[config.mk]
export PLATFORM = sky130hd
export DESIGN_NAME = binary_to_decimal_ascii
export DESIGN_NICKNAME = d
export VERILOG_FILES = /design/src/sv/b2da_pkg.sv /design/src/sv/b2da_cell.sv /design/src/sv/b2da_emit.sv /design/src/sv/binary_to_decimal_ascii.sv
export VERILOG_INCLUDE_DIRS = /design/src /design/src/sv
export SDC_FILE = /design/constraint.sdc
export NUM_CORES = 1
export LEC_CHECK = 0
export ABC_AREA = 1
export BUFFER_PORTS_ARGS = -buffer_cell sky130_fd_sc_hd__buf_2
export CAP_MARGIN = 40
export CORE_ASPECT_RATIO = 0.9
export CORE_MARGIN = 1
export CORE_UTILIZATION = 36
export CTS_CLUSTER_SIZE = 10
export DETAILED_ROUTE_END_ITERATION = 6
export GPL_TIMING_DRIVEN = 0
export PLACE_DENSITY = 0.58
export SYNTH_ARGS = -nofsm -noshare
export SYNTH_HDL_FRONTEND = slang
export SYNTH_SLANG_ARGS = --single-unit
[constraint.sdc]
create_clock -name aclk -period 8.85 [get_ports aclk]
set_input_delay 2.655 -clock aclk [delete_from_list [all_inputs] [get_ports aclk]]
set_output_delay 2.655 -clock aclk [all_outputs]
set_load 0.05 [all_outputs]
[src/sv/assert_macros.svh]
// ---------------------------------------------------------------------------
// Assertion macros shared by the decimal conversion RTL
// ---------------------------------------------------------------------------
`ifndef ASSERT_MACROS_SVH
`define ASSERT_MACROS_SVH

// Property that must hold at every clock edge outside reset.
`define B2DA_ASSERT(lbl, clk, rstn, prop, msg) \
    lbl: assert property (@(posedge clk) disable iff (!rstn) (prop)) else $error(msg);

// Antecedent in one cycle implies consequent in the next cycle.
`define B2DA_ASSERT_NEXT(lbl, clk, rstn, ante, cons, msg) \
    lbl: assert property (@(posedge clk) disable iff (!rstn) (ante) |=> (cons)) else $error(msg);

`endif

[src/sv/b2da_pkg.sv]
// ---------------------------------------------------------------------------
// b2da_pkg
// Shared types and constants for the binary to decimal ASCII converter.
// ---------------------------------------------------------------------------
package b2da_pkg;

    localparam int VALUE_W       = 32;
    localparam int FORMAT_W      = 3;
    localparam int CHAR_W        = 8;
    localparam int DIGIT_W       = 4;
    localparam int NUM_DIGITS    = 10;
    localparam int BITS_PER_STEP = 4;
    localparam int NUM_STEPS     = VALUE_W / BITS_PER_STEP;
    localparam int STEP_CNT_W    = $clog2(NUM_STEPS);
    localparam int POS_W         = $clog2(NUM_DIGITS);

    // Format codes
    localparam logic [FORMAT_W-1:0] FMT_U32 = 3'd0;
    localparam logic [FORMAT_W-1:0] FMT_S32 = 3'd1;
    localparam logic [FORMAT_W-1:0] FMT_U16 = 3'd2;
    localparam logic [FORMAT_W-1:0] FMT_S16 = 3'd3;
    localparam logic [FORMAT_W-1:0] FMT_U8  = 3'd4;

    localparam logic [CHAR_W-1:0] ASCII_ZERO  = 8'h30;
    localparam logic [CHAR_W-1:0] ASCII_MINUS = 8'h2D;

    // Index of the leading digit for the fixed five-digit forms
    localparam logic [POS_W-1:0] FIXED_START = 4'd4;

    typedef logic [DIGIT_W-1:0] digit_t;

    // Converted value handed from the cell row to the emitter
    typedef struct packed {
        logic                        neg;
        logic [POS_W-1:0]            start;
        digit_t [NUM_DIGITS-1:0]     digits;
    } b2da_xfer_t;

endpackage

[src/sv/b2da_cell.sv]
// ---------------------------------------------------------------------------
// b2da_cell
// One BCD digit of the shift-and-add-3 row; takes four bits per cycle while shift_en is high.
// ---------------------------------------------------------------------------
module b2da_cell import b2da_pkg::*; (
    input  logic                     aclk,
    input  logic                     clear,
    input  logic                     shift_en,
    input  logic [BITS_PER_STEP-1:0] carry_in,
    output digit_t                   digit,
    output logic [BITS_PER_STEP-1:0] carry_out
);

    digit_t digit_reg;
    digit_t digit_next;

    // Four correct-then-shift steps; bit s of carry_in enters at step s.
    always_comb begin
        digit_t d;
        d = digit_reg;
        for (int s = 0; s < BITS_PER_STEP; s++) begin
            if (d >= digit_t'(5)) begin
                d = digit_t'(d + digit_t'(3));
            end
            carry_out[s] = d[DIGIT_W-1];
            d = {d[DIGIT_W-2:0], carry_in[s]};
        end
        digit_next = d;
    end

    always_ff @(posedge aclk) begin
        if (clear) begin
            digit_reg <= '0;
        end else if (shift_en) begin
            digit_reg <= digit_next;
        end
    end

    assign digit = digit_reg;

endmodule

[src/sv/b2da_emit.sv]
// ---------------------------------------------------------------------------
// b2da_emit
// Character emitter: holds one converted value and walks its digits out.
// ---------------------------------------------------------------------------
`include "assert_macros.svh"

module b2da_emit import b2da_pkg::*; (
    input  logic              aclk,
    input  logic              aresetn,
    input  logic              load,
    input  b2da_xfer_t        xfer,
    output logic              free,
    output logic              m_valid,
    input  logic              m_ready,
    output logic [CHAR_W-1:0] m_character,
    output logic              m_last
);

    logic                         valid_reg, valid_next;
    logic                         neg_reg, neg_next;
    logic [POS_W-1:0]             pos_reg, pos_next;
    digit_t [NUM_DIGITS-1:0]      digits_reg;
    digit_t                       cur_digit;
    logic                         fire;

    assign cur_digit   = digits_reg[pos_reg];
    assign m_valid     = valid_reg;
    assign m_last      = !neg_reg && (pos_reg == '0);
    assign m_character = neg_reg ? ASCII_MINUS
                                 : CHAR_W'(ASCII_ZERO + {{(CHAR_W-DIGIT_W){1'b0}}, cur_digit});
    assign fire        = valid_reg && m_ready;
    assign free        = !valid_reg || (fire && m_last);

    always_comb begin
        valid_next = valid_reg;
        neg_next   = neg_reg;
        pos_next   = pos_reg;
        if (load) begin
            valid_next = 1'b1;
            neg_next   = xfer.neg;
            pos_next   = xfer.start;
        end else if (fire) begin
            if (neg_reg) begin
                neg_next = 1'b0;
            end else if (pos_reg == '0) begin
                valid_next = 1'b0;
            end else begin
                pos_next = pos_reg - POS_W'(1);
            end
        end
    end

    always_ff @(posedge aclk) begin
        if (!aresetn) begin
            valid_reg <= 1'b0;
            neg_reg   <= 1'b0;
            pos_reg   <= '0;
        end else begin
            valid_reg <= valid_next;
            neg_reg   <= neg_next;
            pos_reg   <= pos_next;
        end
    end

    always_ff @(posedge aclk) begin
        if (load) begin
            digits_reg <= xfer.digits;
        end
    end

    `B2DA_ASSERT(a_load_when_free, aclk, aresetn, !load || free, "load while emitter busy")
    `B2DA_ASSERT_NEXT(a_drain_on_last, aclk, aresetn, fire && m_last && !load, !valid_reg, "emitter kept valid after last")
    `B2DA_ASSERT(a_pos_in_range, aclk, aresetn, !valid_reg || (pos_reg < POS_W'(NUM_DIGITS)), "digit pointer out of range")

endmodule

[src/sv/binary_to_decimal_ascii.sv]
// ---------------------------------------------------------------------------
// binary_to_decimal_ascii
// Spells a 32/16/8-bit value, signed or unsigned, as decimal ASCII text.
// ---------------------------------------------------------------------------
//  Channel | Direction | Ports                                 | Per transaction
//  --------+-----------+---------------------------------------+-----------------------
//  s_      | in        | s_valid s_ready s_value s_format      | one value and format
//  m_      | out       | m_valid m_ready m_character m_last    | one ASCII character
//
//  Conversion runs in a row of ten BCD cells, four value bits per cycle; the
//  full 32-bit value shifts through the cell row for every format.
//  The emitter then gives 1 to 11 characters, one per cycle while m_ready
//  is high; conversion of the next value overlaps emission of the current
//  one. Unused format codes are accepted and dropped.
//  Reset (aresetn low, synchronous) empties both the converter and emitter.
//  A stall on m_ready holds the current character and backs up to s_ready.
// ---------------------------------------------------------------------------
`include "assert_macros.svh"

module binary_to_decimal_ascii import b2da_pkg::*; (
    input  logic                aclk,
    input  logic                aresetn,
    input  logic                s_valid,
    output logic                s_ready,
    input  logic [VALUE_W-1:0]  s_value,
    input  logic [FORMAT_W-1:0] s_format,
    output logic                m_valid,
    input  logic                m_ready,
    output logic [CHAR_W-1:0]   m_character,
    output logic                m_last
);

    // Converter control
    logic                  busy_reg, busy_next;
    logic                  done_reg, done_next;
    logic [STEP_CNT_W-1:0] step_reg, step_next;
    logic                  neg_reg;
    logic                  fixed_reg;
    logic [VALUE_W-1:0]    bin_reg;

    logic                  s_fire;
    logic                  fmt_ok;
    logic                  in_neg;
    logic [VALUE_W-1:0]    in_mag;
    logic                  start_conv;
    logic                  xfer_go;
    logic                  emit_free;

    // Cell row
    logic [BITS_PER_STEP-1:0] carry [NUM_DIGITS+1];
    digit_t [NUM_DIGITS-1:0]  digits;
    b2da_xfer_t               xfer;

    assign s_fire = s_valid && s_ready;

    // Accept when the converter is empty, or when its result leaves this cycle.
    assign s_ready = !busy_reg && (!done_reg || xfer_go);
    assign xfer_go = done_reg && emit_free;

    // Decode format: pick magnitude and sign
    always_comb begin
        fmt_ok = 1'b1;
        in_neg = 1'b0;
        in_mag = s_value;
        case (s_format)
            FMT_U32: begin
                in_mag = s_value;
            end
            FMT_S32: begin
                in_neg = s_value[VALUE_W-1];
                in_mag = in_neg ? VALUE_W'(~s_value + VALUE_W'(1)) : s_value;
            end
            FMT_U16: begin
                in_mag = {16'h0, s_value[15:0]};
            end
            FMT_S16: begin
                in_neg = s_value[15];
                in_mag = {16'h0, (in_neg ? 16'(~s_value[15:0] + 16'd1) : s_value[15:0])};
            end
            FMT_U8: begin
                in_mag = {24'h0, s_value[7:0]};
            end
            default: begin
                fmt_ok = 1'b0;
            end
        endcase
    end

    assign start_conv = s_fire && fmt_ok;

    always_comb begin
        busy_next = busy_reg;
        done_next = done_reg;
        step_next = step_reg;
        if (xfer_go) begin
            done_next = 1'b0;
        end
        if (start_conv) begin
            busy_next = 1'b1;
            step_next = '0;
        end else if (busy_reg) begin
            step_next = STEP_CNT_W'(step_reg + STEP_CNT_W'(1));
            if (step_reg == STEP_CNT_W'(NUM_STEPS - 1)) begin
                busy_next = 1'b0;
                done_next = 1'b1;
            end
        end
    end

    always_ff @(posedge aclk) begin
        if (!aresetn) begin
            busy_reg <= 1'b0;
            done_reg <= 1'b0;
            step_reg <= '0;
        end else begin
            busy_reg <= busy_next;
            done_reg <= done_next;
            step_reg <= step_next;
        end
    end

    // Load the magnitude on start; advance four bits per busy cycle.
    always_ff @(posedge aclk) begin
        if (start_conv) begin
            bin_reg   <= in_mag;
            neg_reg   <= in_neg;
            fixed_reg <= s_format inside {FMT_U16, FMT_S16};
        end else if (busy_reg) begin
            bin_reg <= {bin_reg[VALUE_W-BITS_PER_STEP-1:0], {BITS_PER_STEP{1'b0}}};
        end
    end

    // Most significant value bit enters the row first.
    always_comb begin
        for (int s = 0; s < BITS_PER_STEP; s++) begin
            carry[0][s] = bin_reg[VALUE_W-1-s];
        end
    end

    for (genvar g = 0; g < NUM_DIGITS; g++) begin : g_cell
        b2da_cell u_cell (
            .aclk      (aclk),
            .clear     (start_conv),
            .shift_en  (busy_reg),
            .carry_in  (carry[g]),
            .digit     (digits[g]),
            .carry_out (carry[g+1])
        );
    end

    // Leading digit position: highest nonzero digit, or fixed for 16-bit forms.
    always_comb begin
        xfer.neg    = neg_reg;
        xfer.digits = digits;
        xfer.start  = '0;
        for (int k = 0; k < NUM_DIGITS; k++) begin
            if (digits[k] != '0) begin
                xfer.start = POS_W'(k);
            end
        end
        if (fixed_reg) begin
            xfer.start = FIXED_START;
        end
    end

    b2da_emit u_emit (
        .aclk        (aclk),
        .aresetn     (aresetn),
        .load        (xfer_go),
        .xfer        (xfer),
        .free        (emit_free),
        .m_valid     (m_valid),
        .m_ready     (m_ready),
        .m_character (m_character),
        .m_last      (m_last)
    );

    `B2DA_ASSERT(a_no_overflow, aclk, aresetn, !busy_reg || (carry[NUM_DIGITS] == '0), "carry out of top digit cell")
    `B2DA_ASSERT(a_busy_done_excl, aclk, aresetn, !(busy_reg && done_reg), "converter busy and done together")
    `B2DA_ASSERT_NEXT(a_start_busy, aclk, aresetn, start_conv, busy_reg && (step_reg == '0), "conversion did not start")

endmodule
==> flow_summary.ini <==
[yosys]
synth_top_family_by_area = simple AND/OR/NAND/NOR gates
synth_fa_ha_area_frac = 0.0566
synth_compound_area_frac = 0.125
ys_ff_latch = 125
yosysMostFrequentCell = nand2_1
yosys_warnings = 0
yosys.area.top_type = edfxtp_1
synth-edff-count = 74
yosys.area.top_type_share = 0.218
yosysUniqueCellTypes = 55
synthesis.area_mm2 = 0.0102
syn-instance-count = 1479
synthTopCellsByCount = 410 x nand2_1, 213 x inv_1, 150 x nand3_1
async_reset_ff_frac = 0
synth-seq-area-share = 0.319
syn_avg_cell_area_um2 = 6.88
synth-xor-area-share = 0.00848
synthTopCellsByArea = edfxtp_1 22%, nand2_1 15%, dfxtp_1 10%
synth-main-ff-cell = edfxtp_1
synthMuxAreaShare = 0
synth_simple_gate_area_share = 0.391

[timing]
final-hold-violation-count = 0
fin_crit_sh = 0.709
worst_hold_slack_ns = 0.456
fmax_mhz = 159
setup_viol = 0
rsz0062_at_grt = false
relSlewSlack = 0.430
clock_skew_ns = 0.00837
worst_slack_ns = 2.58
worst_pin_slew_ns = 0.855
slew_viol_final = 0
finalCriticalPeriod_ns = 6.27
tns_ns = 0

[worst_setup_path]
worstPathArrival_ns = 3.62
cp_max_fo = 2
setup.worst_path.end_class = output pin
startpoint = m_ready
regToRegSetupSlack_ns = 5.25
crit_path_cell_trace = buf_2, nand2_1, nand2_1, inv_2, nand2_1, nand2_1, inv_1, buf_2
critPathLaunchType = primary input
cpPeakStageDelay_ns = 0.28
path_class = primary input to output pin
rr_worst_depth = 15
worst_r2r_endpoint = bin_reg[3]$_SDFFCE_PN0P_
crit_slowest_cell = buf_2
cpMostUsedCell = nand2_1
crit_required_ns = 6.20
rr_startpoint = u_emit.pos_reg[1]$_SDFFE_PN0P_

[grt]
grtUsageTotal = 0.187
grt_first_pass_wirelength_mm = 43.1
grt-ovfl-total = 0
grt_max_degree = 36
grt_antenna_before_repair = 0
grt_pass1_vias = 8886

[die]
ios = 50
start_util = 0.365
die_y_um = 161
core_area_mm2 = 0.0279
rows = 58
dieArea_mm2 = 0.0289
die_w_um = 179

[hold_path]
whs_path_depth = 0
min_path_type = register to register
min_to = u_emit.digits_reg[21]$_DFFE_PP_
min-delay-start = g_cell[5].u_cell.digit[1]$_SDFFE_PP0P_

[place]
dp_hpwl_mm = 20.2
gp_congestion = 0.887
placed_cells = 1889
dp_slack_ns = 2.59
port_buffers = 46

[routing]
via_per_inst = 5.01
ant_nets = 0
drcViolationCount = 0
first_pass_iters = 7
wl_mm = 26.2
drtIter0Drc = 638
wl_per_cell_um = 13.6
vias = 9615

[clock_tree]
cts_buffer_depth = 2
cts_root_buf = clkbuf_16
post_cts_resized = 0
cts_tree = done
ctsHoldBuffers = 0
cts_made_buffers = 17
worst_skew_pair.late_latency_ns = 0.43
clkTransAtPathRegs_ns = 0.06
cts-htree-levels = 4
cts_setup_buffers = 0
cts_sinks = 125

[flow_run]
drv_cap = 0

[finish]
nNetsFinal = 1633
insertedDiodeCount = 0
drive_above_1_share = 0.166
areaGrowthSynthToFinish_pct = 13.0
instances_no_fill = 1921

[run_status]
outcome = finished clean
==> routing by layer <==
metal  vias up  global-route usage  part of all wire
met5         -                   0                 0
met4         0              0.0451             0.012
met1      4412               0.265              0.51
li1       5007                   -                 -
met3        25              0.0254             0.036
met2       171               0.297              0.44
==> through the flow <==
step,util,area (um2)
floorplan,-,10200
global route,0.413,11500
CTS,0.413,11500
detailed placement,0.392,10900
finish,0.413,11500
global placement,0.390,10900
==> how the worst max path moves through the flow <==
stage / slack (ns) / end / cells past startpoint
after detailed placement: 2.59 / s_ready / 8
after CTS: 2.59 / s_ready / 8
after floorplan: 2.87 / s_ready / 6
after global placement: 1.89 / u_emit.pos_reg[1]$_SDFFE_PN0P_ / 10
after global routing: 2.53 / s_ready / 8
final: 2.58 / s_ready / 8
==> worst max-delay path: cells and delay by family <==
family | cells | cell delay, ns
buffers and inverters | 4 | 0.59
AND/OR/NAND/NOR | 4 | 0.36
==> cell usage in the layout (no fill, tap or decap), types with 5 or more instances in the layout <==
cell type  instances
o21ai_0           66
a2bb2oi_1         15
nand4_1           27
inv_2             18
clkinv_4           5
nor2_2             6
a21oi_1           46
a21o_1             5
buf_1              5
o211ai_1          12
dfxtp_1           51
ha_1              46
nor2_1            86
nand3_2           37
inv_1            213
o21ai_2           10
a211oi_1           5
edfxtp_1          74
nor3_1            10
nand2_4           11
nand2_2           71
nand3_1          150
o22ai_1           12
buf_2             51
clkbuf_16         18
or2_2              6
o21ai_1           13
nand2_1          410
clkbuf_1          16
==> cell families (layout without fill, tap and decap cells) <==
group | count (synthesis) | count (layout)
compound gates | 207 | 207
xor+xnor | 9 | 9
fa+ha+maj | 46 | 46
buf+inv | 261 | 342
flops | 125 | 125
other cells | 2 | 3
simple gates | 829 | 829
==> area by class of cell <==
cell class,instances,area [um2]
fill,2951,16400
inverter,233,875
multi-input combinational,1094,5940
sequential,125,3240
buffer,28,131
tap,360,450
timing repair buffer,49,275
clock buffer,19,454
clock inverter,13,131
Power is left out: the tool's default activity adds up to more than one toggle a clock period on the data nets, which glitch-free logic cannot reach.
